$ cat src/hw/rtl/rsd_pkg.sv
package rsd_pkg;

	localparam int CFG_W     = 32;
	localparam int NUM_CFG   = 7;
	localparam int CFG_IDX_W = 3;
	localparam int TOKEN_W   = 64;
	localparam int FLAGS_W   = 12;

	typedef enum logic [2:0] {
		CFG_PARK_MS      = 3'd0,
		CFG_PARK_HINT_MS = 3'd1,
		CFG_OFF_MS       = 3'd2,
		CFG_OFF_WEAK_MS  = 3'd3,
		CFG_OFF_CM       = 3'd4,
		CFG_OFF_WEAK_CM  = 3'd5,
		CFG_HINT_HOLD_MS = 3'd6
	} cfg_idx_t;

	localparam logic [CFG_W-1:0] CFG_RESET [NUM_CFG] = '{
		32'd60000, 32'd20000, 32'd20000, 32'd10000, 32'd10000, 32'd5000, 32'd30000
	};

	typedef enum logic [1:0] {
		OP_UPDATE  = 2'd0,
		OP_RESET   = 2'd1,
		OP_RESTORE = 2'd2,
		OP_ARM     = 2'd3
	} op_t;

	typedef enum logic [1:0] {
		ST_UNSNAPPED = 2'd0,
		ST_ROAD      = 2'd1,
		ST_PARKING   = 2'd2,
		ST_OFFROAD   = 2'd3
	} st_t;

	typedef enum logic [2:0] {
		ACT_NONE    = 3'd0,
		ACT_USE     = 3'd1,
		ACT_HOLD    = 3'd2,
		ACT_PARK    = 3'd3,
		ACT_OFFROAD = 3'd4
	} act_t;

	localparam logic [1:0] ACC_MODERATE = 2'd1;
	localparam logic [1:0] ACC_POOR     = 2'd2;

	localparam logic [2:0] REL_SAME_EDGE = 3'd0;
	localparam logic [2:0] REL_SAME_ROAD = 3'd1;
	localparam logic [2:0] REL_CONNECTED = 3'd2;
	localparam logic [2:0] REL_REVERSE   = 3'd3;

	// evidence flag bit positions
	localparam int F_ENTRANCE   = 0;
	localparam int F_PARK_OK    = 1;
	localparam int F_OFFROAD    = 2;
	localparam int F_REACQUIRE  = 3;
	localparam int F_ACCEPTABLE = 4;
	localparam int F_UNAMBIG    = 5;
	localparam int F_WEAK       = 6;
	localparam int F_HAS_BEST   = 7;
	localparam int F_STRONG     = 8;
	localparam int F_STATIONARY = 9;
	localparam int F_MOTION     = 10;
	localparam int F_BEATS      = 11;

	typedef struct packed {
		logic [TOKEN_W-1:0] tok;
		logic [1:0]         cnt;
		logic               fire;
	} pend_t;

	function automatic logic [CFG_W-1:0] sat_add(input logic [CFG_W-1:0] a,
			input logic [15:0] b);
		logic [CFG_W:0] s;
		s = {1'b0, a} + {{(CFG_W-15){1'b0}}, b};
		return s[CFG_W] ? {CFG_W{1'b1}} : s[CFG_W-1:0];
	endfunction

endpackage

$ cat src/hw/rtl/rsd_if.sv
interface rsd_in_if;
	logic        valid;
	logic        ready;
	logic [1:0]  op;
	logic [15:0] delta_ms;
	logic [15:0] raw_step_cm;
	logic [63:0] candidate_token;
	logic [1:0]  accuracy;
	logic [2:0]  relation;
	logic [11:0] evidence_flags;
	logic [1:0]  restore_state;

	modport source(output valid, op, delta_ms, raw_step_cm, candidate_token, accuracy,
		relation, evidence_flags, restore_state, input ready);
	modport sink(input valid, op, delta_ms, raw_step_cm, candidate_token, accuracy,
		relation, evidence_flags, restore_state, output ready);
endinterface

interface rsd_out_if;
	logic       valid;
	logic       ready;
	logic [2:0] action;
	logic [1:0] match_state;
	logic       state_changed;

	modport source(output valid, action, match_state, state_changed, input ready);
	modport sink(input valid, action, match_state, state_changed, output ready);
endinterface

$ cat src/hw/rtl/road_snap_decision_fsm.sv
// Road snap decision machine. Each word on upd is an op (update, reset, restore a free
// state, arm the restore hint) and yields exactly one result word on res: the action,
// the match state after the op and a changed flag. A word is registered on entry, then
// decided combinationally against the held state and its result registered, so one word is
// taken every cycle unless res stalls; throughput is set only by the result register, which
// stalls the entry register when it holds a result and res.ready is low. The seven threshold
// registers are written through cfg_we/cfg_idx/cfg_wdata; the user must do so only while
// idle, which the block itself does not enforce. Indexes beyond the list are ignored.
module road_snap_decision_fsm
	import rsd_pkg::*;
(
	input  logic                 clk,
	input  logic                 arst_n,
	rsd_in_if.sink               upd,
	rsd_out_if.source            res,
	input  logic                 cfg_we,
	input  logic [CFG_IDX_W-1:0] cfg_idx,
	input  logic [CFG_W-1:0]     cfg_wdata
);

	logic [CFG_W-1:0] cfg_q [NUM_CFG];

	// entry register
	logic               valid_s1;
	op_t                op_s1;
	logic [15:0]        dt_s1;
	logic [15:0]        step_s1;
	logic [TOKEN_W-1:0] tok_s1;
	logic [1:0]         acc_s1;
	logic [2:0]         rel_s1;
	logic [FLAGS_W-1:0] f_s1;
	logic [1:0]         rs_s1;

	// decision state
	st_t                state_q;
	logic [TOKEN_W-1:0] pend_tok_q;
	logic [1:0]         pend_cnt_q;
	logic [CFG_W-1:0]   park_acc_q, off_t_q, off_d_q, hint_q;
	logic               restore_hint_q;

	// result register
	logic out_valid_q;
	act_t act_q;
	st_t  out_st_q;
	logic changed_q;

	logic fire;
	assign fire     = valid_s1 && (!out_valid_q || res.ready);
	assign upd.ready = !valid_s1 || fire;

	// next-state values
	st_t                st_n;
	act_t               act_n;
	logic [TOKEN_W-1:0] pend_tok_n;
	logic [1:0]         pend_cnt_n;
	logic [CFG_W-1:0]   park_acc_n, off_t_n, off_d_n, hint_n;
	logic               restore_hint_n;

	logic             acc_ok, unamb, park_ready, off_ready, free_st;
	logic [1:0]       need, need_sel;
	logic [CFG_W-1:0] park_need, off_t_need, off_d_need;
	pend_t            pa;

	always_comb begin
		acc_ok  = acc_s1 < ACC_POOR;
		unamb   = f_s1[F_UNAMBIG];
		need    = (acc_s1 == ACC_MODERATE) ? 2'd3 : 2'd2;
		free_st = (state_q == ST_PARKING) || (state_q == ST_OFFROAD);

		if (free_st)
			need_sel = need;
		else if (state_q == ST_UNSNAPPED)
			need_sel = (restore_hint_q && f_s1[F_STRONG]) ? 2'd1 : need;
		else if (rel_s1 == REL_REVERSE)
			need_sel = 2'd2;
		else
			need_sel = need;

		// one shared pending-candidate step
		pa.tok  = pend_tok_q;
		pa.cnt  = pend_cnt_q;
		pa.fire = 1'b0;
		if (tok_s1 == '0) begin
			pa.tok = '0;
			pa.cnt = 2'd0;
		end else begin
			if (pend_tok_q != tok_s1) begin
				pa.tok = tok_s1;
				pa.cnt = 2'd1;
			end else if (pend_cnt_q != 2'd3) begin
				pa.cnt = pend_cnt_q + 2'd1;
			end
			if (pa.cnt >= need_sel) begin
				pa.fire = 1'b1;
				pa.tok  = '0;
				pa.cnt  = 2'd0;
			end
		end

		// accumulators and hint countdown
		if (f_s1[F_ENTRANCE])
			hint_n = cfg_q[CFG_HINT_HOLD_MS];
		else
			hint_n = (hint_q > {16'd0, dt_s1}) ? hint_q - {16'd0, dt_s1} : '0;
		park_acc_n = f_s1[F_PARK_OK] ? sat_add(park_acc_q, dt_s1) : '0;
		off_t_n    = f_s1[F_OFFROAD] ? sat_add(off_t_q, dt_s1) : '0;
		off_d_n    = f_s1[F_OFFROAD] ? sat_add(off_d_q, step_s1) : '0;

		park_need  = (hint_n != '0) ? cfg_q[CFG_PARK_HINT_MS] : cfg_q[CFG_PARK_MS];
		off_t_need = f_s1[F_WEAK] ? cfg_q[CFG_OFF_WEAK_MS] : cfg_q[CFG_OFF_MS];
		off_d_need = f_s1[F_WEAK] ? cfg_q[CFG_OFF_WEAK_CM] : cfg_q[CFG_OFF_CM];
		park_ready = f_s1[F_PARK_OK] && (park_acc_n >= park_need);
		off_ready  = f_s1[F_OFFROAD] && (off_t_n >= off_t_need) && (off_d_n >= off_d_need);

		st_n           = state_q;
		act_n          = ACT_NONE;
		pend_tok_n     = '0;
		pend_cnt_n     = 2'd0;
		restore_hint_n = restore_hint_q;

		case (op_s1)
			OP_UPDATE: begin
				if (free_st) begin
					if (f_s1[F_REACQUIRE] && f_s1[F_ACCEPTABLE] && unamb && acc_ok) begin
						pend_tok_n = pa.tok;
						pend_cnt_n = pa.cnt;
						if (pa.fire) begin
							park_acc_n = '0;
							off_t_n    = '0;
							off_d_n    = '0;
							st_n       = ST_ROAD;
							act_n      = ACT_USE;
						end
					end else if (state_q == ST_OFFROAD && park_ready) begin
						st_n  = ST_PARKING;
						act_n = ACT_PARK;
					end else if (state_q == ST_PARKING && off_ready) begin
						st_n  = ST_OFFROAD;
						act_n = ACT_OFFROAD;
					end
				end else if (park_ready) begin
					off_t_n = '0;
					off_d_n = '0;
					st_n    = ST_PARKING;
					act_n   = ACT_PARK;
				end else if (off_ready) begin
					park_acc_n = '0;
					st_n       = ST_OFFROAD;
					act_n      = ACT_OFFROAD;
				end else if (state_q == ST_UNSNAPPED) begin
					if (f_s1[F_HAS_BEST] && f_s1[F_ACCEPTABLE] && unamb && acc_ok) begin
						pend_tok_n = pa.tok;
						pend_cnt_n = pa.cnt;
						if (pa.fire) begin
							restore_hint_n = 1'b0;
							st_n           = ST_ROAD;
							act_n          = ACT_USE;
						end
					end
				end else if (!f_s1[F_ACCEPTABLE]) begin
					act_n = ACT_HOLD;
				end else if (rel_s1 inside {REL_SAME_EDGE, REL_SAME_ROAD}) begin
					act_n = ACT_USE;
				end else if (f_s1[F_STATIONARY]) begin
					act_n = ACT_HOLD;
				end else if (rel_s1 == REL_CONNECTED) begin
					act_n = (f_s1[F_MOTION] && unamb && acc_ok) ? ACT_USE : ACT_HOLD;
				end else if (rel_s1 == REL_REVERSE) begin
					act_n = ACT_HOLD;
					if (f_s1[F_MOTION] && unamb && acc_ok) begin
						pend_tok_n = pa.tok;
						pend_cnt_n = pa.cnt;
						act_n      = pa.fire ? ACT_USE : ACT_HOLD;
					end
				end else begin
					// other relation codes, including the unused ones
					act_n = ACT_HOLD;
					if (unamb && f_s1[F_BEATS] && acc_ok) begin
						pend_tok_n = pa.tok;
						pend_cnt_n = pa.cnt;
						act_n      = pa.fire ? ACT_USE : ACT_HOLD;
					end
				end
			end
			OP_RESET, OP_RESTORE: begin
				st_n           = ST_UNSNAPPED;
				park_acc_n     = '0;
				off_t_n        = '0;
				off_d_n        = '0;
				hint_n         = '0;
				restore_hint_n = 1'b0;
				if (op_s1 == OP_RESTORE && (rs_s1 inside {ST_PARKING, ST_OFFROAD}))
					st_n = st_t'(rs_s1);
			end
			OP_ARM: begin
				pend_tok_n     = pend_tok_q;
				pend_cnt_n     = pend_cnt_q;
				park_acc_n     = park_acc_q;
				off_t_n        = off_t_q;
				off_d_n        = off_d_q;
				hint_n         = hint_q;
				restore_hint_n = 1'b1;
			end
			default: begin
				st_n = state_q;
			end
		endcase
	end

	always_ff @(posedge clk or negedge arst_n) begin
		if (!arst_n) begin
			for (int i = 0; i < NUM_CFG; i++)
				cfg_q[i] <= CFG_RESET[i];
		end else if (cfg_we) begin
			for (int i = 0; i < NUM_CFG; i++)
				if (cfg_idx == CFG_IDX_W'(i))
					cfg_q[i] <= cfg_wdata;
		end
	end

	always_ff @(posedge clk or negedge arst_n) begin
		if (!arst_n)
			valid_s1 <= 1'b0;
		else if (upd.ready)
			valid_s1 <= upd.valid;
	end

	always_ff @(posedge clk) begin
		if (upd.valid && upd.ready) begin
			op_s1   <= op_t'(upd.op);
			dt_s1   <= upd.delta_ms;
			step_s1 <= upd.raw_step_cm;
			tok_s1  <= upd.candidate_token;
			acc_s1  <= upd.accuracy;
			rel_s1  <= upd.relation;
			f_s1    <= upd.evidence_flags;
			rs_s1   <= upd.restore_state;
		end
	end

	always_ff @(posedge clk or negedge arst_n) begin
		if (!arst_n) begin
			state_q        <= ST_UNSNAPPED;
			pend_tok_q     <= '0;
			pend_cnt_q     <= 2'd0;
			park_acc_q     <= '0;
			off_t_q        <= '0;
			off_d_q        <= '0;
			hint_q         <= '0;
			restore_hint_q <= 1'b0;
		end else if (fire) begin
			state_q        <= st_n;
			pend_tok_q     <= pend_tok_n;
			pend_cnt_q     <= pend_cnt_n;
			park_acc_q     <= park_acc_n;
			off_t_q        <= off_t_n;
			off_d_q        <= off_d_n;
			hint_q         <= hint_n;
			restore_hint_q <= restore_hint_n;
		end
	end

	always_ff @(posedge clk or negedge arst_n) begin
		if (!arst_n)
			out_valid_q <= 1'b0;
		else if (fire)
			out_valid_q <= 1'b1;
		else if (res.ready)
			out_valid_q <= 1'b0;
	end

	always_ff @(posedge clk) begin
		if (fire) begin
			act_q     <= act_n;
			out_st_q  <= st_n;
			changed_q <= (st_n != state_q);
		end
	end

	assign res.valid         = out_valid_q;
	assign res.action        = act_q;
	assign res.match_state   = out_st_q;
	assign res.state_changed = changed_q;

	// a pending candidate always has a nonzero token and a count
	a_pend_consistent: assert property (@(posedge clk) disable iff (!arst_n)
		(pend_cnt_q == 2'd0) == (pend_tok_q == '0))
		else $error("pending token and count disagree");

	// a count of three always fires and clears
	a_pend_below_three: assert property (@(posedge clk) disable iff (!arst_n)
		pend_cnt_q != 2'd3)
		else $error("pending count left at three");

	a_park_action_state: assert property (@(posedge clk) disable iff (!arst_n)
		out_valid_q && act_q == ACT_PARK |-> out_st_q == ST_PARKING)
		else $error("enter parking without parking state");

	a_reset_clears: assert property (@(posedge clk) disable iff (!arst_n)
		fire && op_s1 == OP_RESET |=> park_acc_q == '0 && hint_q == '0 &&
			state_q == ST_UNSNAPPED && !restore_hint_q)
		else $error("reset op left state behind");

	a_stall_blocks: assert property (@(posedge clk) disable iff (!arst_n)
		valid_s1 && out_valid_q && !res.ready |-> !upd.ready)
		else $error("entry taken while result stalled");

endmodule
$ cat src/flat_wrapper.sv
// flat-port wrapper written by rule: the top's interface ports become plain ports
module road_snap_decision_fsm_flat import rsd_pkg::*;
  (clk, arst_n, cfg_we, cfg_idx, cfg_wdata, upd_valid, upd_op, upd_delta_ms, upd_raw_step_cm, upd_candidate_token, upd_accuracy, upd_relation, upd_evidence_flags, upd_restore_state, upd_ready, res_valid, res_action, res_match_state, res_state_changed, res_ready);
  rsd_in_if upd_i ();
  rsd_out_if res_i ();
  input  logic clk;
  input  logic arst_n;
  input  logic cfg_we;
  input  logic [CFG_IDX_W-1:0] cfg_idx;
  input  logic [CFG_W-1:0] cfg_wdata;
  input wire logic [$bits(upd_i.valid)-1:0] upd_valid;
  input wire logic [$bits(upd_i.op)-1:0] upd_op;
  input wire logic [$bits(upd_i.delta_ms)-1:0] upd_delta_ms;
  input wire logic [$bits(upd_i.raw_step_cm)-1:0] upd_raw_step_cm;
  input wire logic [$bits(upd_i.candidate_token)-1:0] upd_candidate_token;
  input wire logic [$bits(upd_i.accuracy)-1:0] upd_accuracy;
  input wire logic [$bits(upd_i.relation)-1:0] upd_relation;
  input wire logic [$bits(upd_i.evidence_flags)-1:0] upd_evidence_flags;
  input wire logic [$bits(upd_i.restore_state)-1:0] upd_restore_state;
  output wire logic [$bits(upd_i.ready)-1:0] upd_ready;
  output wire logic [$bits(res_i.valid)-1:0] res_valid;
  output wire logic [$bits(res_i.action)-1:0] res_action;
  output wire logic [$bits(res_i.match_state)-1:0] res_match_state;
  output wire logic [$bits(res_i.state_changed)-1:0] res_state_changed;
  input wire logic [$bits(res_i.ready)-1:0] res_ready;
  assign upd_i.valid = upd_valid;
  assign upd_i.op = upd_op;
  assign upd_i.delta_ms = upd_delta_ms;
  assign upd_i.raw_step_cm = upd_raw_step_cm;
  assign upd_i.candidate_token = upd_candidate_token;
  assign upd_i.accuracy = upd_accuracy;
  assign upd_i.relation = upd_relation;
  assign upd_i.evidence_flags = upd_evidence_flags;
  assign upd_i.restore_state = upd_restore_state;
  assign upd_ready = upd_i.ready;
  assign res_valid = res_i.valid;
  assign res_action = res_i.action;
  assign res_match_state = res_i.match_state;
  assign res_state_changed = res_i.state_changed;
  assign res_i.ready = res_ready;
  road_snap_decision_fsm u_core (.clk(clk), .arst_n(arst_n), .upd(upd_i), .res(res_i), .cfg_we(cfg_we), .cfg_idx(cfg_idx), .cfg_wdata(cfg_wdata));
endmodule
$ cat config.mk
export PLATFORM = sky130hd
export DESIGN_NAME = road_snap_decision_fsm_flat
export DESIGN_NICKNAME = d
export VERILOG_FILES = /design/src/hw/rtl/rsd_pkg.sv /design/src/hw/rtl/rsd_if.sv /design/src/hw/rtl/road_snap_decision_fsm.sv /design/src/flat_wrapper.sv
export SDC_FILE = /design/constraint.sdc
export NUM_CORES = 1
export LEC_CHECK = 0
export ABC_AREA = 1
export BUFFER_PORTS_ARGS = -buffer_cell sky130_fd_sc_hd__buf_2
export CAP_MARGIN = 20
export CORE_UTILIZATION = 37
export CTS_CLUSTER_DIAMETER = 60
export DETAILED_ROUTE_END_ITERATION = 10
export PLACE_DENSITY_LB_ADDON = 0.15
export RECOVER_POWER = 100
export REMOVE_ABC_BUFFERS = 1
export SLEW_MARGIN = 15
export SYNTH_ARGS = -nofsm -noshare
export SYNTH_HDL_FRONTEND = slang
export SYNTH_SLANG_ARGS = --single-unit
$ cat constraint.sdc
create_clock -name clk -period 4.6 [get_ports clk]
set_input_delay 0.23 -clock clk [delete_from_list [all_inputs] [get_ports clk]]
set_output_delay 0.23 -clock clk [all_outputs]
set_load 0.02 [all_outputs]
==> results of run 1 <==
==> layout by cell type, fill, tap and decap left out, types with 18 or more instances in the layout <==
master,netlist,final
a21oi_2,3,21
xnor2_1,70,70
a22o_1,31,31
buf_2,4,140
o21ai_2,0,49
dlygate4sd3_1,0,120
nand3_1,154,140
nand4_1,108,108
dfrtp_1,384,382
inv_1,485,469
xor2_1,33,33
edfxtp_1,123,123
nor2_1,182,165
buf_6,4,20
or2_2,24,24
nand2_1,1039,979
clkbuf_16,0,80
ha_4,0,24
clkbuf_1,102,41
nand2_2,8,55
buf_4,6,326
o22ai_1,43,42
o21ai_0,415,346
ha_1,165,141
o21ai_1,0,20
mux2i_1,62,62
nor2_2,4,18
dfstp_2,39,39
a21oi_1,138,118
nor3_1,30,27
inv_2,7,21
==> registers in the layout (all words and copies together) (netlist names), 12 cells and up <==
register,cells
u_core.cfg_q,224
u_core.dt_s1,16
u_core.f_s1,12
u_core.hint_q,32
u_core.off_d_q,32
u_core.off_t_q,32
u_core.park_acc_q,32
u_core.pend_tok_q,64
u_core.step_s1,16
u_core.tok_s1,64
==> cell type report <==
type	instances	area, sq um
timing repair inverter	1	16.3
sequential	546	14300
clock buffer	95	2040
timing repair buffer	667	5350
antenna	4	10.0
tap	1070	1340
clock inverter	45	599
inverter	497	1880
multi-input combinational	2608	15200
fill	7893	41600
==> through the flow <==
step | hold WS [ns] | worst slack (ns) | TNS [ns]
after floorplan | -0.0656 | -2.71 | -421.92
after global placement | 0.199 | -0.652 | -100.10
after detailed placement | 0.195 | -0.683 | -102.01
after CTS | 0.00130 | -0.367 | -44.25
after global routing | 0.0167 | -0.631 | -195.44
final | 0.0280 | -0.375 | -40.83
==> layer usage <==
layer	up-vias	share of wire (%)
met2	483	48
met3	144	3.8
li1	13700	-
met5	-	0
met1	12900	46
met4	0	2.6
==> power groups by stage <==
| stage | combinational, W | sequential [W] | clock, W |
|---|---|---|---|
| finish | 0.00770 | 0.00625 | 0.00615 |
| global placement | 0.00672 | 0.00628 | 0 |
| detailed placement | 0.00676 | 0.00628 | 0 |
| CTS | 0.00722 | 0.00624 | 0.00632 |
| global route | 0.00861 | 0.00634 | 0.00650 |
| floorplan | 0.00398 | 0.00619 | 0 |
==> kinds of logic after synthesis <==
group | synth area share, %
AO/OA/AOI/OAI | 12.0
XOR/XNOR | 2.92
adder cells (fa/ha/maj) | 6.95
buffers and inverters | 7.69
flip-flops | 46.4
multiplexers | 2.08
AND/OR/NAND/NOR | 22.0
==> repair_timing <==
action | in CTS | in global routing
pin swaps | 27 | 78
cloned | 9 | 4
endpoints found under the setup margin | 171 | 171
endpoints found under the hold margin | 168 | 0
hold buffers | 120 | 0
gates resized for setup | 200 | 151
setup buffers | 23 | 19
==> critical path, delay by kind of cell, from the launching register on <==
family                   cells  cell delay, ns
AO/OA/AOI/OAI                3            0.35
adder cells (fa/ha/maj)      2            0.69
buffers and inverters       10            1.39
flip-flops                   1            0.47
AND/OR/NAND/NOR             23            2.00
==> worst paths after layout <==
check / start / end / slack [ns] / cells past startpoint
max in group asynchronous: arst_n / u_core.pend_tok_q[36]$_DFFE_PN0P_ / 0.42 / 3
worst max register to register: u_core.dt_s1[1]$_DFFE_PP_ / u_core.pend_tok_q[58]$_DFFE_PN0P_ / -0.37 / 38
worst min-delay path: cfg_wdata[24] / u_core.cfg_q[152]$_DFFE_PN0P_ / 0.03 / 3
worst min register to register: u_core.cfg_q[158]$_DFFE_PN0P_ / u_core.cfg_q[158]$_DFFE_PN0P_ / 0.48 / 2
worst max-delay path: u_core.dt_s1[1]$_DFFE_PP_ / u_core.pend_tok_q[58]$_DFFE_PN0P_ / -0.37 / 38
min in group asynchronous: arst_n / u_core.cfg_q[9]$_DFFE_PN0P_ / 1.13 / 2
==> impl_metrics.toml, run 1 <==
[placement]
place_congestion = 0.914
instance_area_after_placement_sq_mm = 0.0352
dpl.hpwl_mm = 65.9
placed_cells_incl_taps = 5211
placement.io_buffers = 164

[timing]
fmax_mhz = 201
timing.final.ws_setup_ns = -0.375
post-route-period-util_pct = 108
final.setup_skew_ns = 0.0679
worst-slew-pin-transition_ns = 3.00
post-route-min-period_ns = 4.97
grt_setup_unrepaired = "true"
hold_viol = 0
max-slew-margin-rel_pct = -99.9
timing_max_transition_violations_final = 895
setup_viol = 171

[yosys]
post_synth_most_frequent_cells = "nand2_1 (1039), inv_1 (485), o21ai_0 (415)"
cell_with_the_most_instances_after_synthesis = "nand2_1"
asyncSetResetFlopFracSynth_pct = 77.5
syn-mean-instance-area_sq_um = 8.19
flops_latches_synth = 546
synthDominantAreaCellType = "dfrtp_1"
yosys_cell_types = 54
yosys.area.top_type_share_pct = 31.1
cells_after_synth = 3770
yosysSeqAreaShare_pct = 46.4
synth-main-ff-cell = "dfrtp_1"
yosysWarningCount = 0
synth_edf_count = 123
syn_area_sq_mm = 0.0309
synth.area.top_cells = "dfrtp_1 (31%), nand2_1 (13%), edfxtp_1 (12%), o21ai_0 (6.7%), ha_1 (6.7%)"

[die]
die_h_microns = 291
io_pins = 165
die_area_sq_mm = 0.0846
initial_utilization_pct = 37.5
die_w_microns = 291
floorplan.core_area_sq_mm = 0.0824
core.rowCount = 105

[grt]
grt_busiest_layer = "met2"
grt_usage_pct = 22.4
grt_pass1_wl_mm = 150
globalRouteOverflowTotal = 0
antenna_violations_before_repair = 7
grt_start_max_net_pins = 138
grt_pass1_vias = 27300
grt.met2_usage_pct = 37.7
globalRouteMet1Util_pct = 29.8
grt.met3_usage_pct = 2.95

[detailed_routing]
viasPerCell = 4.93
detail_route.first_pass.iterations = 5
detailroute.via_count = 27300
wl_per_cell_microns = 17.1
drt-total-wl_mm = 94.8
drt_iter0_drc = 1681
drc = 0
drt.antenna.violating_nets = 0

[power]
static-leakage-power_nw = 20.1
vdd_drop_max_mv = 0.345
sw_frac_of_total_pct = 35.9
pwr-share-clk_pct = 30.6
net_switching_power_w = 0.00721
power.sequential.fraction_pct = 31.1
finalPower_w = 0.0201
cellPowerDensity_mw_per_mm2 = 493
power.internal_w = 0.0129
combinationalPowerShare_pct = 38.3

[clock_network]
path_clk_slew_ns = 0.06
clk_lat_worst_skew_ns = 0.65
cts_max_level = 3
tritoncts_clock_tree = "yes"
clock_sinks = 546
cts_buffers = 75
cts_root_buffer = "clkbuf_16"
clock_path_buffers = 3

[setup_path]
worstSetupStartpointType = "flop"
endpoint_kind = "flop"
critical-path-slowest-cell = "edfxtp_1"
critical-path-top-cell-by-count = "nand2_4"
cp_max_fo = 6
worstPathArrival_ns = 5.54
critPathRequiredTime_ns = 5.16
timing.setup.critical_path_class = "flop to flop"
cpPeakStageDelay_ns = 0.47

[run_status]
violations = "capacitance limit, slew limit, setup timing"
run_status = "complete, but fails checks"

[layout]
postLayoutCellArea_sq_mm = 0.0408
num-nets-final = 4722
utilization_pct = 49.5
layout-drive-gt1-share_pct = 21.6
syn2layout_area_growth_pct = 32.1
final_cells = 5533

[hold_path]
hp-class = "input port to flop"

[flow_run]
max-cap-violations = 12
Power figures use the tool's default switching activity.
==> inputs of run 2 (changes only) <==
--- a/config.mk
+++ b/config.mk
@@ -9,5 +9,5 @@
 export BUFFER_PORTS_ARGS = -buffer_cell sky130_fd_sc_hd__buf_2
 export CAP_MARGIN = 20
-export CORE_UTILIZATION = 37
+export CORE_UTILIZATION = 50
 export CTS_CLUSTER_DIAMETER = 60
 export DETAILED_ROUTE_END_ITERATION = 10
==> constraint.sdc (replaced) <==
create_clock -name clk -period 4.6 [get_ports clk]
set_input_delay 0.23 -clock clk [delete_from_list [all_inputs] [get_ports clk]]
set_output_delay 0.23 -clock clk [all_outputs]
set_load 0.01 [all_outputs]
==> run 2 against run 1 <==
  * The run still ends with capacitance limit, slew limit, setup timing left
  * Clock power is 10% lower
  * First-iteration DRC count increased by 29%
  * Total power decreased by 1.4%
  * Largest cell class unchanged
  * Largest power group unchanged
==> impl_metrics.toml, run 2 (synthesized netlist as in run 1, its figures left out) <==
[run_status]
run_status = "complete, but fails checks"
violations = "capacitance limit, slew limit, setup timing"

[timing]
post-route-min-period_ns = 5.21
hold_viol = 0
fmax_mhz = 192
max-slew-margin-rel_pct = -195
final.setup.tns_ns = -78.69
timing.final.ws_setup_ns = -0.606
timing_max_transition_violations_final = 496
worst-slew-pin-transition_ns = 4.43
grt_setup_unrepaired = "true"
setup_viol = 172
post-route-period-util_pct = 113
final.setup_skew_ns = 0.0270

[placement]
dpl.hpwl_mm = 61.2
placed_cells_incl_taps = 4898
dpl_worst_slack_ns = -0.644
place_congestion = 0.940
placement.io_buffers = 164

[hold_path]
worst_hold_path.num_cells = 3
hp-class = "input port to flop"

[setup_path]
startpoint = "u_core.dt_s1[0]$_DFFE_PP_"
cp_max_fo = 4
worstPathArrival_ns = 5.65
crit_path_end = "u_core.hint_q[26]$_DFFE_PN0P_"
worstSetupStartpointType = "flop"
reg2reg_from = "u_core.dt_s1[0]$_DFFE_PP_"
timing.rr.end = "u_core.hint_q[26]$_DFFE_PN0P_"
critPathRequiredTime_ns = 5.04
worst-r2r-setup-slack_ns = -0.61
critical-path-top-cell-by-count = "buf_4"
critical-path-slowest-cell = "edfxtp_1"
endpoint_kind = "flop"
r2r_cells = 40
timing.setup.critical_path_class = "flop to flop"
cpPeakStageDelay_ns = 0.42

[power]
combinationalPowerShare_pct = 40.6
cellPowerDensity_mw_per_mm2 = 485
static-leakage-power_nw = 20.3
net_switching_power_w = 0.00713
finalPower_w = 0.0198
pwr-share-clk_pct = 27.9
power.sequential.fraction_pct = 31.5
sw_frac_of_total_pct = 35.9
vdd_drop_max_mv = 0.371
power.internal_w = 0.0127

[grt]
globalRouteMet1Util_pct = 38.2
grt.met2_usage_pct = 47.8
grt_usage_pct = 29.0
grt_start_max_net_pins = 142
grt_busiest_layer = "met2"
globalRouteOverflowTotal = 0
grt_pass1_vias = 27400
grt_pass1_wl_mm = 144
antenna_violations_before_repair = 8
grt.met3_usage_pct = 5.02

[clock_network]
tritoncts_clock_tree = "yes"
clock_sinks = 546
clock_path_buffers = 3
clk_lat_worst_skew_ns = 0.62
cts_root_buffer = "clkbuf_16"
path_clk_slew_ns = 0.06
cts_max_level = 3
cts_buffers = 67

[die]
core.rowCount = 90
die_h_microns = 251
floorplan.core_area_sq_mm = 0.0607
io_pins = 165
initial_utilization_pct = 50.9
die_area_sq_mm = 0.0628
die_w_microns = 251

[detailed_routing]
viasPerCell = 5.38
drt.antenna.violating_nets = 0
detail_route.first_pass.iterations = 6
drt_iter0_drc = 2166
drc = 0
detailroute.via_count = 28300
wl_per_cell_microns = 17.9
drt-total-wl_mm = 94.2

[layout]
utilization_pct = 67.3
largest_register_ffs = 224
layout-drive-gt1-share_pct = 23.0
fillers = 4851
syn2layout_area_growth_pct = 32.3
layout_commonest_cell = "nand2_1"
top_register = "u_core.cfg_q"
largest_regs = "u_core.cfg_q (224), u_core.pend_tok_q (64), u_core.tok_s1 (64)"
final_cells = 5260
mostFrequentLayoutCells = "nand2_1 (963), inv_1 (470), dfrtp_1 (384)"
num-nets-final = 4746

[flow_run]
max-cap-violations = 9
==> run 2: per-stage QoR <==
| step | cell area, sq um | hold WS, ns |
|---|---|---|
| global placement | 34600 | 0.257 |
| CTS | 39300 | 0.0205 |
| finish | 40900 | 0.0327 |
| detailed placement | 34600 | 0.256 |
| floorplan | 30400 | -0.0656 |
| global route | 40900 | 0.0462 |
==> run 2: repair_timing <==
item / in CTS / in global routing
gates cloned: 14 / 11
hold endpoints to repair: 180 / 0
buffers inserted: 54 / 34
hold buffers: 120 / 0
pin swaps: 17 / 89
setup endpoints to repair: 171 / 172
resized for setup: 109 / 361
==> run 2: worst max-delay path, delay by kind of cell, from the launching register on <==
kind            cells  cell delay [ns]
flops               1             0.42
fa+ha+maj           2             0.60
simple gates       12             0.90
buf+inv            25             3.00
compound gates      1             0.07
==> run 2: worst min path at each step <==
stage          slack [ns]                            end          start
2_1_floorplan       -0.07    u_core.cfg_q[0]$_DFFE_PN0P_         arst_n
3_3_place_gp         0.26   u_core.hint_q[5]$_DFFE_PN0P_         arst_n
3_5_place_dp         0.26   u_core.hint_q[5]$_DFFE_PN0P_         arst_n
4_1_cts              0.02  u_core.cfg_q[195]$_DFFE_PN0P_   cfg_wdata[3]
5_1_grt              0.05   u_core.cfg_q[59]$_DFFE_PN0P_  cfg_wdata[27]
6_report             0.03   u_core.cfg_q[52]$_DFFE_PN0P_  cfg_wdata[20]
==> run 2: power groups by stage <==
stage	registers, W	logic (W)	clock network, W
global placement	0.00626	0.00649	0
detailed placement	0.00628	0.00655	0
global route	0.00632	0.00889	0.00578
CTS	0.00621	0.00725	0.00558
floorplan	0.00618	0.00398	0
finish	0.00625	0.00805	0.00553
==> run 2: layout make-up <==
class	count	area [sq um]	share of cell area, %
multi-input cells	2610	15500	37.9
flip-flops and latches	546	14300	35.1
repair buffers	697	5820	14.2
clock buffers	90	1970	4.83
inverters	497	1890	4.64
well taps	782	978	2.39
clock inverters	34	357	0.873
repair inverters	1	8.76	0.0214
diodes	3	7.51	0.0184
==> run 2: per-layer routing <==
layer | vias to the layer above | wire, microns
li1 | 13800 | -
met1 | 13500 | 40400
met2 | 766 | 45100
met3 | 249 | 4980
met4 | 8 | 3650
met5 | - | 49
